<file path="config.mk">
export PLATFORM = sky130hd
export DESIGN_NAME = mbap_response_deframer
export DESIGN_NICKNAME = d
export VERILOG_FILES = /design/src/rtl/mbd_pkg.sv /design/src/rtl/mbap_response_deframer.sv /design/src/rtl/mbd_front.sv /design/src/rtl/mbd_queue.sv /design/src/rtl/mbd_back.sv
export SDC_FILE = /design/constraint.sdc
export NUM_CORES = 1
export LEC_CHECK = 0
export ABC_AREA = 1
export BUFFER_PORTS_ARGS = -buffer_cell sky130_fd_sc_hd__buf_2
export CORE_ASPECT_RATIO = 0.7
export CORE_MARGIN = 3
export CORE_UTILIZATION = 45
export CTS_CLUSTER_DIAMETER = 50
export DETAILED_ROUTE_END_ITERATION = 16
export GPL_TIMING_DRIVEN = 1
export PLACE_DENSITY = 0.66
export SLEW_MARGIN = 25
export SYNTH_ARGS = -nofsm -noshare
export SYNTH_HDL_FRONTEND = slang
export SYNTH_SLANG_ARGS = --single-unit
</file>
<file path="constraint.sdc">
create_clock -name clk -period 7.8 [get_ports clk]
set_input_delay 1.56 -clock clk [delete_from_list [all_inputs] [get_ports clk]]
set_output_delay 1.56 -clock clk [all_outputs]
set_load 0.01 [all_outputs]
</file>
<file path="src/rtl/mbd_pkg.sv">
// mbd_pkg: shared types and constants of the MBAP response deframer.
// Used by every module in rtl/; depends on nothing.
package mbd_pkg;

  localparam int MAX_FRAME_BYTES_DEF = 260;
  localparam int QUEUE_DEPTH_DEF     = 4;

  // MBAP header length in front of the length field's count
  localparam logic [16:0] MBAP_HDR_BYTES = 17'd6;
  localparam logic [7:0]  EXC_FLAG       = 8'h80;

  typedef enum logic [2:0] {
    KIND_DATA     = 3'd0,
    KIND_ACCEPTED = 3'd1,
    KIND_ID_MISS  = 3'd2,
    KIND_EXCEPT   = 3'd3,
    KIND_SHORT    = 3'd4,
    KIND_BAD_CNT  = 3'd5,
    KIND_BAD_LEN  = 3'd6
  } kind_t;

  // Work for the back end, made from one received byte
  typedef struct packed {
    logic       has_data;
    logic [7:0] data;
    logic       has_status;
    kind_t      kind;
    logic [7:0] code;     // exception code or payload count, by kind
  } mbd_item_t;

endpackage

</file>
<file path="src/rtl/mbap_response_deframer.sv">
// mbap_response_deframer: Modbus TCP response deframer, top level.
// Depends on mbd_pkg, mbd_front, mbd_queue and mbd_back.
//
// Usage:
//   in_*  : one received byte per item (in_rx_byte), valid/stall handshake.
//   out_* : result items (kind, data value, exception code, payload count, last),
//           valid/stall handshake; out_last marks the final result of a byte.
//   cfg_* : write of the expected transaction id; cfg_ready is always high, write
//           only while no frame is in flight.
// Path: the front writes a byte's work item into the queue at the edge that
// accepts the byte; the back loads the output register from the queue head, and
// a second result of the same byte is loaded from the same entry after the first.
// Throughput: one byte per cycle while the queue is not full. A byte that both
// closes a frame and carries a payload byte makes two results; the queue absorbs
// the extra one, so back-to-back frames of at least two bytes keep full rate.
// Receiver stall: results hold in the output register, the queue fills, and
// in_stall rises when the queue is full. Bytes that make no result (header,
// dropped payload) never enter the queue.
// Reset: synchronous, active low; clears frame state, expected id, queue and
// the output valid. No clearing pass is needed.
module mbap_response_deframer #(
  parameter int MAX_FRAME_BYTES = mbd_pkg::MAX_FRAME_BYTES_DEF,
  parameter int QUEUE_DEPTH     = mbd_pkg::QUEUE_DEPTH_DEF
) (
  input  logic        clk,
  input  logic        rst_n,
  input  logic        cfg_valid,
  output logic        cfg_ready,
  input  logic [15:0] cfg_data,
  input  logic        in_valid,
  output logic        in_stall,
  input  logic [7:0]  in_rx_byte,
  output logic        out_valid,
  input  logic        out_stall,
  output logic [2:0]  out_kind,
  output logic [7:0]  out_data_value,
  output logic [7:0]  out_exception_code,
  output logic [7:0]  out_payload_count,
  output logic        out_last
);

  logic               q_full;
  logic               accept;
  logic               push;
  mbd_pkg::mbd_item_t push_item;
  logic               pop;
  logic               head_valid;
  mbd_pkg::mbd_item_t head_item;

  assign cfg_ready = 1'b1;
  // stall on a full queue, whether or not the byte would make a result
  assign in_stall  = q_full;
  assign accept    = in_valid && !q_full;

  mbd_front #(
    .MAX_FRAME_BYTES(MAX_FRAME_BYTES)
  ) u_front (
    .clk       (clk),
    .rst_n     (rst_n),
    .cfg_valid (cfg_valid),
    .cfg_data  (cfg_data),
    .accept    (accept),
    .rx_byte   (in_rx_byte),
    .push      (push),
    .push_item (push_item)
  );

  mbd_queue #(
    .DEPTH(QUEUE_DEPTH)
  ) u_queue (
    .clk        (clk),
    .rst_n      (rst_n),
    .push       (push),
    .push_item  (push_item),
    .pop        (pop),
    .full       (q_full),
    .head_valid (head_valid),
    .head_item  (head_item)
  );

  mbd_back u_back (
    .clk                (clk),
    .rst_n              (rst_n),
    .head_valid         (head_valid),
    .head_item          (head_item),
    .pop                (pop),
    .out_stall          (out_stall),
    .out_valid          (out_valid),
    .out_kind           (out_kind),
    .out_data_value     (out_data_value),
    .out_exception_code (out_exception_code),
    .out_payload_count  (out_payload_count),
    .out_last           (out_last)
  );

endmodule

</file>
<file path="src/rtl/mbd_front.sv">
// mbd_front: frame position tracking, header capture and classification of each byte.
// Depends on mbd_pkg; pushes work items into mbd_queue.
module mbd_front #(
  parameter int MAX_FRAME_BYTES = mbd_pkg::MAX_FRAME_BYTES_DEF
) (
  input  logic              clk,
  input  logic              rst_n,
  input  logic              cfg_valid,
  input  logic [15:0]       cfg_data,
  input  logic              accept,
  input  logic [7:0]        rx_byte,
  output logic              push,
  output mbd_pkg::mbd_item_t push_item
);

  localparam logic [8:0] POS_ID_HI  = 9'd0;
  localparam logic [8:0] POS_ID_LO  = 9'd1;
  localparam logic [8:0] POS_LEN_HI = 9'd4;
  localparam logic [8:0] POS_LEN_LO = 9'd5;
  localparam logic [8:0] POS_UNIT   = 9'd6;
  localparam logic [8:0] POS_FUNC   = 9'd7;
  localparam logic [8:0] POS_COUNT  = 9'd8;
  localparam logic [8:0] POS_PAYLD  = 9'd9;

  logic [15:0] exp_id_r;
  logic [8:0]  pos_r, pos_nxt;
  logic [8:0]  ft_r, ft_nxt;
  logic [7:0]  id_hi_r, id_hi_nxt;
  logic        id_match_r, id_match_nxt;
  logic        is_exc_r, is_exc_nxt;
  logic [7:0]  exc_code_r, exc_code_nxt;
  logic [7:0]  count_r, count_nxt;
  logic        too_big_r, too_big_nxt;

  logic [15:0] len;
  logic [16:0] len_sum;
  logic        bad_len;
  logic        frame_end;
  mbd_pkg::mbd_item_t item;

  assign len     = {ft_r[7:0], rx_byte};
  assign len_sum = {1'b0, len} + mbd_pkg::MBAP_HDR_BYTES;

  always_comb begin
    pos_nxt      = pos_r;
    ft_nxt       = ft_r;
    id_hi_nxt    = id_hi_r;
    id_match_nxt = id_match_r;
    is_exc_nxt   = is_exc_r;
    exc_code_nxt = exc_code_r;
    count_nxt    = count_r;
    too_big_nxt  = too_big_r;
    bad_len      = 1'b0;
    item         = '0;
    item.kind    = mbd_pkg::KIND_DATA;

    case (pos_r)
      POS_ID_HI: id_hi_nxt = rx_byte;
      POS_ID_LO: id_match_nxt = ({id_hi_r, rx_byte} == exp_id_r);
      POS_LEN_HI: ft_nxt = {1'b0, rx_byte};
      POS_LEN_LO: begin
        if (len == 16'd0 || len_sum > 17'(MAX_FRAME_BYTES)) begin
          ft_nxt = '0;
        end else begin
          ft_nxt = len_sum[8:0];
        end
      end
      POS_UNIT: bad_len = (ft_r == 9'd0);
      POS_FUNC: is_exc_nxt = ((rx_byte & mbd_pkg::EXC_FLAG) != 8'd0);
      POS_COUNT: begin
        exc_code_nxt = rx_byte;
        count_nxt    = rx_byte;
        too_big_nxt  = (10'd9 + 10'(rx_byte)) > {1'b0, ft_r};
      end
      default: begin
        if (pos_r >= POS_PAYLD && id_match_r && !is_exc_r && !too_big_r &&
            ({1'b0, pos_r} < 10'd9 + 10'(count_r))) begin
          item.has_data = 1'b1;
          item.data     = rx_byte;
        end
      end
    endcase

    // status uses header fields as updated by this byte
    frame_end = !bad_len && pos_r >= POS_UNIT &&
                ({1'b0, pos_r} + 10'd1 == {1'b0, ft_nxt});

    if (bad_len) begin
      item.has_status = 1'b1;
      item.kind       = mbd_pkg::KIND_BAD_LEN;
    end else if (frame_end) begin
      item.has_status = 1'b1;
      if (!id_match_nxt) begin
        item.kind = mbd_pkg::KIND_ID_MISS;
      end else if (ft_nxt < 9'd8) begin
        item.kind = mbd_pkg::KIND_SHORT;
      end else if (is_exc_nxt) begin
        item.kind = mbd_pkg::KIND_EXCEPT;
        item.code = exc_code_nxt;
      end else if (ft_nxt < 9'd9) begin
        item.kind = mbd_pkg::KIND_SHORT;
      end else if (too_big_nxt) begin
        item.kind = mbd_pkg::KIND_BAD_CNT;
      end else begin
        item.kind = mbd_pkg::KIND_ACCEPTED;
        item.code = count_nxt;
      end
    end

    if (bad_len || frame_end) begin
      pos_nxt      = '0;
      ft_nxt       = '0;
      id_hi_nxt    = '0;
      id_match_nxt = 1'b0;
      is_exc_nxt   = 1'b0;
      exc_code_nxt = '0;
      count_nxt    = '0;
      too_big_nxt  = 1'b0;
    end else begin
      pos_nxt = pos_r + 9'd1;
    end
  end

  assign push      = accept && (item.has_data || item.has_status);
  assign push_item = item;

  always_ff @(posedge clk) begin
    if (!rst_n) begin
      exp_id_r   <= '0;
      pos_r      <= '0;
      ft_r       <= '0;
      id_hi_r    <= '0;
      id_match_r <= 1'b0;
      is_exc_r   <= 1'b0;
      exc_code_r <= '0;
      count_r    <= '0;
      too_big_r  <= 1'b0;
    end else begin
      if (cfg_valid) begin
        exp_id_r <= cfg_data;
      end
      if (accept) begin
        pos_r      <= pos_nxt;
        ft_r       <= ft_nxt;
        id_hi_r    <= id_hi_nxt;
        id_match_r <= id_match_nxt;
        is_exc_r   <= is_exc_nxt;
        exc_code_r <= exc_code_nxt;
        count_r    <= count_nxt;
        too_big_r  <= too_big_nxt;
      end
    end
  end

endmodule

</file>
<file path="src/rtl/mbd_queue.sv">
// mbd_queue: short FIFO of work items between the front and back ends.
// Depends on mbd_pkg.
module mbd_queue #(
  parameter int DEPTH = mbd_pkg::QUEUE_DEPTH_DEF
) (
  input  logic               clk,
  input  logic               rst_n,
  input  logic               push,
  input  mbd_pkg::mbd_item_t push_item,
  input  logic               pop,
  output logic               full,
  output logic               head_valid,
  output mbd_pkg::mbd_item_t head_item
);

  localparam int PW = (DEPTH > 1) ? $clog2(DEPTH) : 1;
  localparam int CW = $clog2(DEPTH + 1);
  localparam logic [PW-1:0] LAST_SLOT = PW'(DEPTH - 1);

  mbd_pkg::mbd_item_t slots_r [DEPTH];
  logic [PW-1:0] wr_ptr_r, rd_ptr_r;
  logic [CW-1:0] cnt_r;
  logic          do_pop;

  assign full       = (cnt_r == CW'(DEPTH));
  assign head_valid = (cnt_r != '0);
  assign head_item  = slots_r[rd_ptr_r];
  assign do_pop     = pop && head_valid;

  always_ff @(posedge clk) begin
    if (push) begin
      slots_r[wr_ptr_r] <= push_item;
    end
  end

  always_ff @(posedge clk) begin
    if (!rst_n) begin
      wr_ptr_r <= '0;
      rd_ptr_r <= '0;
      cnt_r    <= '0;
    end else begin
      if (push) begin
        wr_ptr_r <= (wr_ptr_r == LAST_SLOT) ? '0 : wr_ptr_r + PW'(1);
      end
      if (do_pop) begin
        rd_ptr_r <= (rd_ptr_r == LAST_SLOT) ? '0 : rd_ptr_r + PW'(1);
      end
      if (push && !do_pop) begin
        cnt_r <= cnt_r + CW'(1);
      end else if (!push && do_pop) begin
        cnt_r <= cnt_r - CW'(1);
      end
    end
  end

endmodule

</file>
<file path="src/rtl/mbd_back.sv">
// mbd_back: turns queued work items into result items in an output register,
// one per cycle while not stalled. Depends on mbd_pkg; reads mbd_queue.
module mbd_back (
  input  logic               clk,
  input  logic               rst_n,
  input  logic               head_valid,
  input  mbd_pkg::mbd_item_t head_item,
  output logic               pop,
  input  logic               out_stall,
  output logic               out_valid,
  output logic [2:0]         out_kind,
  output logic [7:0]         out_data_value,
  output logic [7:0]         out_exception_code,
  output logic [7:0]         out_payload_count,
  output logic               out_last
);

  logic       valid_r;
  logic       phase_r;      // data half of a two-result item already sent
  logic [2:0] kind_r;
  logic [7:0] data_r, exc_r, cnt_r;
  logic       last_r;
  logic       load;
  logic       send_data;

  assign load      = !valid_r || !out_stall;
  assign send_data = head_item.has_data && !phase_r;
  assign pop       = load && head_valid && (!send_data || !head_item.has_status);

  always_ff @(posedge clk) begin
    if (!rst_n) begin
      valid_r <= 1'b0;
      phase_r <= 1'b0;
    end else if (load) begin
      valid_r <= head_valid;
      if (head_valid) begin
        phase_r <= send_data && head_item.has_status;
      end
    end
  end

  always_ff @(posedge clk) begin
    if (load && head_valid) begin
      if (send_data) begin
        kind_r <= mbd_pkg::KIND_DATA;
        data_r <= head_item.data;
        exc_r  <= '0;
        cnt_r  <= '0;
        last_r <= !head_item.has_status;
      end else begin
        kind_r <= head_item.kind;
        data_r <= '0;
        exc_r  <= (head_item.kind == mbd_pkg::KIND_EXCEPT) ? head_item.code : 8'd0;
        cnt_r  <= (head_item.kind == mbd_pkg::KIND_ACCEPTED) ? head_item.code : 8'd0;
        last_r <= 1'b1;
      end
    end
  end

  assign out_valid          = valid_r;
  assign out_kind           = kind_r;
  assign out_data_value     = data_r;
  assign out_exception_code = exc_r;
  assign out_payload_count  = cnt_r;
  assign out_last           = last_r;

endmodule

</file>
### After elaboration in Yosys (flattened, before gate mapping)

Memories as Yosys holds them, arrays and structs flattened. A register that Yosys moved wholly into a read port is not among the register bits.
Index checks and enable logic that the tools add are counted.

* reduce and logical (&&, ||, !) cells: 42
* order comparisons: 7
* mux-type cells: 39
* eq/ne operators: 13
* divide/modulo/power cells: 0
* multipliers: 0
* bitwise operators: 2
* $add $sub $neg: 9
* shift-type cells: 0

Operators by type and width (count)
* 8-bit two-way mux: 11
* 9-bit two-way mux: 5
* 9-bit by 3-bit == test with 1-bit output, second input constant: 4
* 4-bit by 8-bit adder with 9-bit output, first input constant: 2
* 9-bit logical NOT: 2
* 9-bit by 4-bit < comparator with 1-bit output, second input constant: 2
* 3-bit two-way mux: 6
* 9-bit case mux with 2 select lines: 1
* 16-bit by 3-bit adder with 17-bit output, second input constant: 1
* 17-bit by 9-bit > comparator with 1-bit output, second input constant: 1
* 16-bit == test: 1
* 16-bit logical NOT: 1
* 1-bit logical AND: 15
* 12-bit two-way mux: 1
* 1-bit logical NOT: 11
* 11-bit two-way mux: 1
* 9-bit by 1-bit adder with 10-bit output, second input constant: 1
* 10-bit by 9-bit == test with 1-bit output: 1
* 10-bit by 9-bit > comparator with 1-bit output: 1
* 9-bit by 10-bit < comparator with 1-bit output: 1
* 9-bit by 1-bit adder with 9-bit output, second input constant: 1
* 9-bit by 1-bit == test with 1-bit output, second input constant: 1
* 9-bit by 4-bit == test with 1-bit output, second input constant: 1
* 9-bit by 3-bit >= comparator with 1-bit output, second input constant: 1
* other kinds (18): 39

* input port bits: 29
* word-level logic and storage cells: 132
* RAM bits: 84
* latch bits: 0
* memories kept: 1
* memory bits (read-only): 0
* flip-flop bits (word level): 98

Memory list
* u_queue.slots_r: words 4, bits a word 21, rd ports 1, clocked after memory_dff 1, wr ports 1, RTL line mbd_queue.sv:20 `mbd_pkg::mbd_item_t slots_r [DEPTH];`

### Logic depth before layout (Yosys ltp)

Gate-level depths: netlist (run 1).

* word-level depth: 18
* mapped depth: 31
* gate-level depth less buffers: 30

### By module

Synthesis (run 1) repeated with hierarchy kept, for this count alone.

* cells, all modules: 1200
* area total of the unflattened synthesis: 9865.7 sq um

Modules (own cells, without submodules)
* mbd_front: area an instance 5019.8 sq um, instances 1, cells an instance 835, seq. area each 1221.2 sq um
* mbd_queue: area an instance 3649.8 sq um, instances 1, cells an instance 268, seq. area each 2702.6 sq um
* mbd_back: area an instance 1174.9 sq um, instances 1, cells an instance 93, seq. area each 880.8 sq um
* mbap_response_deframer: area an instance 21.3 sq um, instances 1, cells an instance 4, seq. area each 0.0 sq um

### Least setup slack after synthesis (run 1)

OpenSTA, ideal clock, no wires.

* path kind: input-to-reg
* start point: input in_rx_byte[2]
* end point: memory u_queue.slots_r[0][0] (netlist bit), enable pin
* stages on the path: 22
* setup time: 0.399 ns
* arrival time: 4.591 ns
* setup slack: 2.810 ns
* cells stage by stage: buf_2 > inv_2 > ha_1 > nor2_4 > nand2_1 > nor2_2 > nand2_1 > nand2_1 > nand3_2 > nor2_4 > nand3_1 > nand2_1 > nand2_1 > nand2_1 > nand2_1 > nor2_1 > nand3_2 > nor2_1 > nor2_1 > nand2_1 > nand2_1 > nor2_1

* longest elaborated chain between the ends: 13

Ends and longest elaborated chain
* start: declaration: RTL line mbap_response_deframer.sv:32 `input logic [7:0] in_rx_byte,`
* 16-bit by 3-bit adder with 17-bit output: RTL line mbd_front.sv:42 `assign len_sum = {1'b0, len} + mbd_pkg::MBAP_HDR_BYTES;`
* 17-bit by 9-bit > comparator with 1-bit output: RTL line mbd_front.sv:62 `if (len == 16'd0 || len_sum > 17'(MAX_FRAME_BYTES)) begin`
* 1-bit logical OR: RTL line mbd_front.sv:62
* 9-bit two-way mux: RTL line mbd_front.sv:62
* 9-bit case mux with 2 select lines (*): RTL line mbd_front.sv:57 `case (pos_r)`
* 10-bit by 9-bit == test with 1-bit output (*): RTL line mbd_front.sv:86 `({1'b0, pos_r} + 10'd1 == {1'b0, ft_nxt});`
* 1-bit logical AND (*): RTL line mbd_front.sv:85 `frame_end = !bad_len && pos_r >= POS_UNIT &&`
* 12-bit two-way mux (*): RTL line mbd_front.sv:91 `end else if (frame_end) begin`
* 4-bit two-way mux (*): RTL line mbd_front.sv:88 `if (bad_len) begin`
* 1-bit logical OR (*): RTL line mbd_front.sv:124 `assign push = accept && (item.has_data || item.has_status);`
* 1-bit logical AND (*): RTL line mbd_front.sv:124
* 1-bit two-way mux (*): RTL line mbd_queue.sv:31 `if (push) begin`
* 1-bit two-way mux (not written as such) (*): RTL line mbd_queue.sv:32 `slots_r[wr_ptr_r] <= push_item;`
* end: declaration: RTL line mbd_queue.sv:20

Mark *: on every way between the ends. The rest lies on a longest branch, timed or not.

### Worst setup path after layout (run 1)

* start point: input in_rx_byte[1]
* end point: register u_queue.cnt_r[2]

* longest elaborated chain between the ends: 14

Ends and longest elaborated chain
* 16-bit by 3-bit adder with 17-bit output: RTL line mbd_front.sv:42
* 17-bit by 9-bit > comparator with 1-bit output: RTL line mbd_front.sv:62
* 1-bit logical OR: RTL line mbd_front.sv:62
* 9-bit two-way mux: RTL line mbd_front.sv:62
* 9-bit case mux with 2 select lines (*): RTL line mbd_front.sv:57
* 10-bit by 9-bit == test with 1-bit output (*): RTL line mbd_front.sv:86
* 1-bit logical AND (*): RTL line mbd_front.sv:85
* 12-bit two-way mux (*): RTL line mbd_front.sv:91
* 4-bit two-way mux (*): RTL line mbd_front.sv:88
* 1-bit logical OR (*): RTL line mbd_front.sv:124
* 1-bit logical AND (*): RTL line mbd_front.sv:124
* named net push: RTL line mbap_response_deframer.sv:44 `logic push;`
* 1-bit logical NOT: RTL line mbd_queue.sv:50 `end else if (!push && do_pop) begin`
* 1-bit logical AND: RTL line mbd_queue.sv:50
* 2-bit nonzero test (no line)
* end signal: assignment: RTL line mbd_queue.sv:49 `cnt_r <= cnt_r + CW'(1);`
* end signal: assignment: RTL line mbd_queue.sv:51 `cnt_r <= cnt_r - CW'(1);`
* end: declaration: RTL line mbd_queue.sv:22 `logic [CW-1:0] cnt_r;`

Mark *: on every way through the listed nets, which the timed path passes. The rest lies on a longest branch.
A chain may end at the register's enable or synchronous reset.

==> results of run 1 <==
-- area by class of cell --
type | instances | share of cell area, %
inverter | 112 | 3.98
multi-input combinational | 776 | 38.3
tap | 270 | 3.20
clock inverter | 15 | 1.44
sequential | 184 | 45.5
clock buffer | 17 | 4.03
timing repair buffer | 69 | 3.53
-- final timing paths --
check | start | end | slack (ps) | cells after the start
max reg2reg | u_front.count_r[0] | u_queue.cnt_r[2] | 3340 | 21
min reg2reg | u_front.exc_code_r[2] | u_front.exc_code_r[2] | 460 | 2
max | in_rx_byte[1] | u_queue.cnt_r[2] | 2680 | 28
min | u_front.exc_code_r[2] | u_front.exc_code_r[2] | 460 | 2
-- routing by layer --
metal  routed length, um  share of wire (%)  up-vias
met5                   0                  0        -
met4                 184               0.79        0
met3                1600                6.9       16
met2                9550                 41      250
met1               11900                 51     3521
li1                    -                  -     3813
-- flip-flops by register name, indices dropped and copies added (netlist names), named ones only --
register	cells
u_back.out_data_value	8
u_back.out_exception_code	8
u_back.out_kind	3
u_back.out_last	1
u_back.out_payload_count	8
u_back.out_valid	1
u_back.phase_r	1
u_front.count_r	8
u_front.exc_code_r	8
u_front.exp_id_r	16
u_front.ft_r	9
u_front.id_hi_r	8
u_front.id_match_r	1
u_front.is_exc_r	1
u_front.pos_r	9
u_front.too_big_r	1
u_queue.cnt_r	3
u_queue.rd_ptr_r	2
u_queue.slots_r	84
u_queue.wr_ptr_r	2
-- Yosys cell counts (5+ instances only) --
cell      count  area, sq um
nor2_2        5         31.3
nor2_1      163          612
nand2_1     241          905
nand4_1      22          138
inv_1       105          394
nor3_1        7         35.0
a32o_1        9         90.1
a21oi_1      92          460
edfxtp_1    112         3360
xor2_1       17          149
xnor2_1      17          149
buf_2         5         25.0
dfxtp_1      72         1440
nor2_4        5         56.3
nand3_1      51          255
ha_1         33          413
o21ai_0      66          330
clkbuf_1     27          101
o211ai_1      7         52.6
inv_2         5         18.8
-- metrics by stage --
stage	setup slack (ps)	util, %	cells	hold slack, ps	total power, W
after CTS	2770	52.4	1443	465	0.00273
after global placement	2420	49.5	1411	450	0.00188
final	2680	52.4	1443	462	0.00271
after detailed placement	2330	49.5	1411	453	0.00188
after floorplan	2810	-	1114	442	0.00167
after global routing	2180	52.4	1443	497	0.00287
-- logic make-up after synthesis --
group,after synthesis
xor gates and xnor gates,34
and+or+nand+nor,511
DFF,184
adders and majority gates,34
buffers and inverters,154
other,1
AOI/OAI and AO/OA,196
-- worst reg2reg max path, delay by kind of cell, from the launching register on --
kind | cells | cell delay [ps]
flops | 1 | 420
simple gates | 11 | 1850
compound gates | 4 | 850
buf+inv | 2 | 180
fa+ha+maj | 4 | 1110
-- report_power, final --
part	switching, W	leakage [nW]	internal (W)
clock network	0.000398	0.279	0.000453
logic	0.000440	2.47	0.000210
registers	0.0000431	1.56	0.00117
==> run_results.csv, run 1 <==
group,metric,value,unit
yosys,synth_edf_count,112,
drt,drt-initial-drc-count,891,
yosys,avgSynthCellArea,8.48,sq um
yosys,synth_xor_area_share,3.15,%
worst_setup_path,crit_slowest_cell,"fa_1",
grt,use_met2,29.1,%
power_and_ir_drop,powerDensity,257,nW/um^2
grt,grt_util_all_layers,20.8,%
drt,first_pass_iters,5,
clock_network,insertion_delay,430,ps
worst_setup_path,worst_path_most_repeated_cell,"nand2_1",
yosys,synth_ff_type,"edfxtp_1",
finish,area_growth,11.9,%
place,post_dp_cell_area,9990,sq um
timing,fin_tns_setup,0,ps
finish,drive_gt1_share,11.4,%
grt,grt_pass1_wl,37100,um
clock_network,cts_tree,"built",
worst_setup_path,crit_arrival,5480,ps
clock_network,cts_max_path_buffers,2,
drt,route.vias.total,7600,
floorplan,io_pins,60,
timing,hold_viol,0,
place,gp_congestion,0.898,
yosys,synth_cells,1114,
grt,grt_pass1_vias,6883,
grt,grt_max_degree,46,
worst_setup_path,path_buf_inv,4,
worst_setup_path,critPathKind,"in2reg",
worst_setup_path,cp_max_fo,10,
worst_setup_path,crit_required,8160,ps
drt,wl_per_cell,16.1,um
clock_network,clk_pin_slew,70,ps
drt,routed_wl,23300,um
finish,fillers,1849,
yosys,synth.distinct_cells,47,
worst_setup_path,crit_family,"simple AND/OR/NAND/NOR gates",
grt,grt_most_used_layer,"met1",
clock_network,post_cts_buffers,0,
timing,fmax,195,MHz
floorplan,die_y,127,um
clock_network,cts.sinks,184,
yosys,synthSimpleGateAreaFrac,23.0,%
finish,layout_common_cells,"nand2_1 (241), nor2_1 (159), edfxtp_1 (112)",
floorplan,rows,43,
floorplan,core,20200,sq um
power_and_ir_drop,peakVddDrop,0.149,mV
place,hpwl,16200,um
finish,layout_commonest_cell,"nand2_1",
timing,rsz0062_at_grt,"false",
timing,slew_headroom,41.6,%
power_and_ir_drop,leakagePower,4.31,nW
finish,n_antenna_cell,0,
timing,drv_slew,0,
finish,finalNetCount,1223,
drt,drt-vias-per-instance,5.27,
run_status,outcome,"completed",
clock_network,cts_resized,0,
drt,postRouteAntennaNets,0,
timing,layout_min_cycle_time,5120,ps
place,portBuffers,58,
run,maxCapViolCount,0,
floorplan,dieArea,22800,sq um
clock_network,htreeDepth,4,
timing,setup_viol_count_final,0,
yosys,synth_compound_area_share,11.7,%
grt,grt_overflow,0,
worst_setup_path,critPathLaunchType,"primary input",
yosys,yosys.area_share.adder,4.58,%
hold_path,hp-class,"reg2reg",
yosys,synth_seq_cells,184,
finish,regArea,4800,sq um
clock_network,numCtsBuffers,17,
timing,final.period_utilization,65.7,%
yosys,synth.yosys.warnings,0,
finish,final_area,10600,sq um
worst_setup_path,end_kind,"flip-flop",
worst_setup_path,critPathMaxStageDelay,430,ps
floorplan,start_util,46.8,%
timing,worst_pin_slew,867,ps
floorplan,chipWidth,179,um
drt,drcViolationCount,0,
grt,met3_usage,4.58,%
yosys,syn-num-nets,1177,
grt,antenna_found_initial,0,
finish,multi_input_comb_area,4050,sq um
clock_network,cts_hold_buffers,0,
yosys,synth_top_family_by_area,"simple AND/OR/NAND/NOR gates",
yosys,synth_mux_area_share,0,%
timing,fin_worst_skew,9.77,ps
clock_network,cts-root-buf,"clkbuf_16",
grt,use_met1,32.7,%
yosys,synthArstFlopShare,0,%
yosys,seq_area_frac_synth,50.9,%
yosys,syn_area,9440,sq um
(Power assumes the default switching activity.)
==> run 2, diff against run 1 <==
- clock period: 7.8 -> 5.14 ns (I/O delays scaled with it)
==> run_results.csv, run 2 (synthesis results as in run 1) <==
group,metric,value,unit
drt,drt-vias-per-instance,5.34,
drt,routed_wl,23400,um
finish,finalNetCount,1227,
clock_network,numCtsBuffers,17,
drt,route.vias.total,7728,
worst_setup_path,reg2reg_from,"u_front.pos_r[0]",
worst_setup_path,crit_required,5500,ps
timing,rsz0062_at_grt,"false",
grt,grt_pass1_vias,6829,
worst_setup_path,r2r_end,"u_queue.cnt_r[2]",
timing,worst_pin_slew,854,ps
finish,layout_commonest_cell,"nand2_1",
worst_setup_path,worst_path_most_repeated_cell,"nand2_1",
drt,drt-initial-drc-count,814,
power_and_ir_drop,swShare,32.9,%
timing,fin_tns_setup,0,ps
timing,slew_headroom,43.0,%
timing,fin_worst_skew,9.23,ps
finish,drive_gt1_share,11.6,%
worst_setup_path,crit_arrival,4930,ps
finish,top_regs,"u_queue.slots_r: 84 flops, u_front.exp_id_r: 16 flops",
clock_network,cts_tree,"built",
clock_network,cts_hold_buffers,0,
place,hpwl,16200,um
clock_network,htreeDepth,4,
finish,largest_reg_flops,84,
timing,layout_min_cycle_time,4570,ps
hold_path,holdPathEnd,"u_front.exc_code_r[6]",
place,portBuffers,58,
power_and_ir_drop,power_frac_seq,45.2,%
timing,final.period_utilization,88.9,%
power_and_ir_drop,powerDensity,385,nW/um^2
finish,area_growth,11.9,%
timing,fmax,219,MHz
power_and_ir_drop,clock_power_share,30.7,%
power_and_ir_drop,peakVddDrop,0.256,mV
floorplan,chipWidth,179,um
worst_setup_path,critPathKind,"in2reg",
finish,top_register,"u_queue.slots_r",
place,place_ws,203,ps
floorplan,dieArea,22800,sq um
floorplan,start_util,46.8,%
floorplan,rows,43,
clock_network,post_cts_buffers,0,
power_and_ir_drop,p_int,0.00273,W
worst_setup_path,crit_slowest_cell,"fa_1",
timing,drv_slew,0,
clock_network,cts_max_path_buffers,2,
worst_setup_path,worstRegToRegCells,25,
drt,first_pass_iters,6,
timing,postLayoutSetupSlackWorst,571,ps
hold_path,hp-class,"reg2reg",
drt,wl_per_cell,16.2,um
worst_setup_path,cp_max_fo,10,
power_and_ir_drop,pwr-share-comb,24.1,%
run,maxCapViolCount,0,
grt,grt_overflow,0,
place,gp_congestion,0.917,
floorplan,io_pins,60,
power_and_ir_drop,leakagePower,4.32,nW
drt,drcViolationCount,0,
grt,grt_max_degree,46,
clock_network,cts_resized,0,
hold_path,whs_path_depth,2,
finish,layout_common_cells,"nand2_1 (241), nor2_1 (159), edfxtp_1 (112)",
floorplan,core,20200,sq um
grt,antenna_found_initial,0,
power_and_ir_drop,p_sw,0.00134,W
clock_network,cts-root-buf,"clkbuf_16",
floorplan,die_y,127,um
worst_setup_path,end_kind,"flip-flop",
worst_setup_path,critPathMaxStageDelay,440,ps
drt,postRouteAntennaNets,0,
finish,layoutNonFillerInstCount,1447,
run_status,outcome,"completed",
worst_setup_path,critPathLaunchType,"primary input",
timing,setup_viol_count_final,0,
hold_path,min_from,"u_front.exc_code_r[6]",
grt,grt_util_all_layers,20.7,%
clock_network,insertion_delay,430,ps
place,post-place-cells,1415,
grt,grt_pass1_wl,37000,um
worst_setup_path,r2r_setup_slack,830,ps
timing,hold_viol,0,
finish,n_antenna_cell,0,
clock_network,cts.sinks,184,
clock_network,clk_pin_slew,70,ps
-- run 2: cell types whose count changed in the layout (fill, tap and decap cells not counted), sizes merged --
| cell | delta |
|---|---|
| buf | +4 |
| bufinv | -1 |
| clkinv | +1 |
| clkinvlp | -1 |
| clkbuf | +1 |
-- run 2: how the worst max path moves through the flow --
stage	from	depth (start not counted)	end	slack [ps]
global route	in_rx_byte[1]	28	u_queue.cnt_r[2]	100
detailed placement	in_rx_byte[1]	30	u_queue.cnt_r[2]	200
CTS	in_rx_byte[1]	30	u_queue.cnt_r[2]	630
floorplan	in_rx_byte[2]	22	u_queue.slots_r[0][0]	680
global placement	in_rx_byte[1]	30	u_queue.cnt_r[2]	290
finish	in_rx_byte[1]	28	u_queue.cnt_r[2]	570
-- run 2: routing by layer --
metal  wire length (um)  vias up  global-route usage, %  part of all wire (%)
li1                   -     3833                      -                     -
met5                  0        -                      0                     0
met3               1930       23                   4.72                   8.3
met1              11700     3575                   32.7                    50
met2               9520      297                   28.7                    41
met4                228        0                   4.32                  0.97
-- run 2: area by class of cell --
| cell class | count | area (sq um) |
|---|---|---|
| Clock inverter | 14 | 125 |
| Tap cell | 270 | 338 |
| Multi-Input combinational cell | 776 | 4050 |
| Timing Repair Buffer | 73 | 403 |
| Fill cell | 1845 | 9610 |
| Clock buffer | 18 | 429 |
| Sequential cell | 184 | 4800 |
| Inverter | 112 | 420 |
-- run 2: per-stage QoR --
step                power, W  util, %  instance area [sq um]  hold slack [ps]
floorplan            0.00254        -                   9440              442
global placement     0.00285     49.6                  10000              452
detailed placement   0.00286     49.6                  10000              456
CTS                  0.00410     52.4                  10600              466
global route         0.00431     52.4                  10600              493
finish               0.00407     52.4                  10600              466
-- run 2: power groups by stage --
stage | logic, W | registers (W) | clock network (W)
after floorplan | 0.000601 | 0.00194 | 0
after global placement | 0.000978 | 0.00187 | 0
after detailed placement | 0.000984 | 0.00187 | 0
after CTS | 0.000992 | 0.00184 | 0.00126
after global routing | 0.00112 | 0.00186 | 0.00134
final | 0.000983 | 0.00184 | 0.00125
-- run 2: critical path: cells and delay by family --
| kind | cells | cell delay, ps |
|---|---|---|
| compound gates | 2 | 200 |
| simple gates | 19 | 2310 |
| fa+ha+maj | 3 | 850 |
| buf+inv | 4 | 520 |
==> run 3, diff against run 2 <==
- REMOVE_ABC_BUFFERS: not set -> 1
==> run_results.csv, run 3 (synthesis results as in run 1) <==
group,metric,value,unit
run_status,outcome,"completed",
drt,wl_per_cell,16.1,um
power_and_ir_drop,peakVddDrop,0.224,mV
timing,layout_min_cycle_time,4540,ps
place,post_dp_cell_area,10000,sq um
grt,grt_overflow,0,
floorplan,start_util,46.8,%
clock_network,numCtsBuffers,17,
finish,top_register,"u_queue.slots_r",
finish,area_growth,12.2,%
power_and_ir_drop,total_power,0.00414,W
timing,postLayoutSetupSlackWorst,604,ps
power_and_ir_drop,leakagePower,4.33,nW
timing,drv_slew,0,
clock_network,htreeDepth,4,
clock_network,cts_max_path_buffers,2,
worst_setup_path,end_kind,"flip-flop",
finish,drive_gt1_share,11.3,%
hold_path,hp-class,"reg2reg",
place,post-place-cells,1414,
finish,final_core_util,52.5,%
finish,layoutNonFillerInstCount,1446,
floorplan,core,20200,sq um
timing,setup_viol_count_final,0,
drt,drcViolationCount,0,
clock_network,insertion_delay,440,ps
drt,routed_wl,23300,um
clock_network,cts-root-buf,"clkbuf_16",
worst_setup_path,critPathLaunchType,"primary input",
place,place_ws,258,ps
floorplan,io_pins,60,
grt,grt_util_all_layers,20.9,%
finish,layout_commonest_cell,"nand2_1",
drt,drt-initial-drc-count,748,
floorplan,chipWidth,179,um
clock_network,clk_pin_slew,70,ps
drt,route.vias.total,7626,
floorplan,dieArea,22800,sq um
floorplan,die_y,127,um
grt,antenna_found_initial,0,
finish,largest_reg_flops,84,
clock_network,cts.sinks,184,
clock_network,cts_tree,"built",
run,maxCapViolCount,0,
timing,worst_pin_slew,834,ps
timing,final.period_utilization,88.2,%
finish,final_area,10600,sq um
grt,grt_pass1_vias,6914,
finish,n_antenna_cell,0,
worst_setup_path,cp_max_fo,10,
finish,finalNetCount,1226,
grt,grt_most_used_layer,"met1",
clock_network,post_cts_buffers,0,
timing,fmax,220,MHz
worst_setup_path,crit_required,5510,ps
finish,layout_common_cells,"nand2_1 (241), nor2_1 (159), edfxtp_1 (112)",
worst_setup_path,crit_slowest_cell,"fa_1",
timing,slew_headroom,44.4,%
worst_setup_path,crit_family,"simple AND/OR/NAND/NOR gates",
floorplan,rows,43,
place,portBuffers,58,
worst_setup_path,worst_path_most_repeated_cell,"nand2_1",
timing,hold_viol,0,
worst_setup_path,crit_arrival,4900,ps
timing,fin_worst_skew,21.3,ps
worst_setup_path,critPathKind,"in2reg",
grt,grt_max_degree,46,
drt,drt-vias-per-instance,5.27,
grt,use_met2,29.4,%
clock_network,cts_resized,0,
power_and_ir_drop,powerDensity,391,nW/um^2
clock_network,cts_hold_buffers,0,
place,gp_congestion,0.886,
grt,use_met1,32.5,%
finish,top_regs,"u_queue.slots_r: 84 flops, u_front.exp_id_r: 16 flops",
drt,first_pass_iters,6,
place,hpwl,16300,um
grt,grt_pass1_wl,37200,um
worst_setup_path,critPathMaxStageDelay,430,ps
drt,postRouteAntennaNets,0,
worst_setup_path,path_buf_inv,4,
timing,rsz0062_at_grt,"false",
grt,met3_usage,5.02,%
==> run 3: final timing paths <==
path                                end  slack (ps)             startpoint  depth (start not counted)
setup reg to reg       u_queue.cnt_r[2]         930       u_front.pos_r[4]                         27
hold reg to reg   u_front.exc_code_r[0]         460  u_front.exc_code_r[0]                          2
setup / recovery       u_queue.cnt_r[2]         600          in_rx_byte[1]                         30
hold / removal    u_front.exc_code_r[0]         460  u_front.exc_code_r[0]                          2
==> run 3: area by class of cell <==
| type | count | area (sq um) |
|---|---|---|
| timing repair buffer | 72 | 395 |
| sequential | 184 | 4800 |
| fill | 1865 | 9580 |
| multi-input combinational | 776 | 4060 |
| clock inverter | 13 | 143 |
| clock buffer | 19 | 433 |
| tap | 270 | 338 |
| inverter | 112 | 420 |
==> run 3: stage by stage <==
stage	hold slack [ps]	TNS (ps)
5_1_grt	489	0
3_5_place_dp	458	0
4_1_cts	469	0
3_3_place_gp	451	0
6_report	465	0
2_1_floorplan	442	-333
==> run 3: routing by layer <==
| metal | vias up | share of wire, % |
|---|---|---|
| met4 | 0 | 1.2 |
| met5 | - | 0 |
| met2 | 271 | 41 |
| met1 | 3504 | 50 |
| li1 | 3823 | - |
| met3 | 28 | 8.2 |
==> run 3: worst reg2reg max path, stage by stage, from the launching register on <==
cell and delay (ps):
dfxtp_1 380, nor2_1 120, nand3_1 180, nor2_2 200
nand2_1 150, nor2_2 340, nor2_2 190, inv_1 160
o22ai_1 100, inv_1 120, nand2_1 80, nand2_1 60
nand3_1 90, nor2_1 120, nand3_2 120, nor2_1 150
nor2_1 90, nand2_1 160, nand2_1 180, inv_1 100
ha_1 140, inv_1 70, fa_1 430, nor2_1 110
nor2_1 40, nand2_1 70, o21ai_0 70, a21oi_1 130
==> run 3: power by group <==
group | switching [W] | leakage [nW] | internal [W]
clock | 0.000574 | 0.276 | 0.000723
combinational | 0.000682 | 2.49 | 0.000323
sequential | 0.0000664 | 1.56 | 0.00177
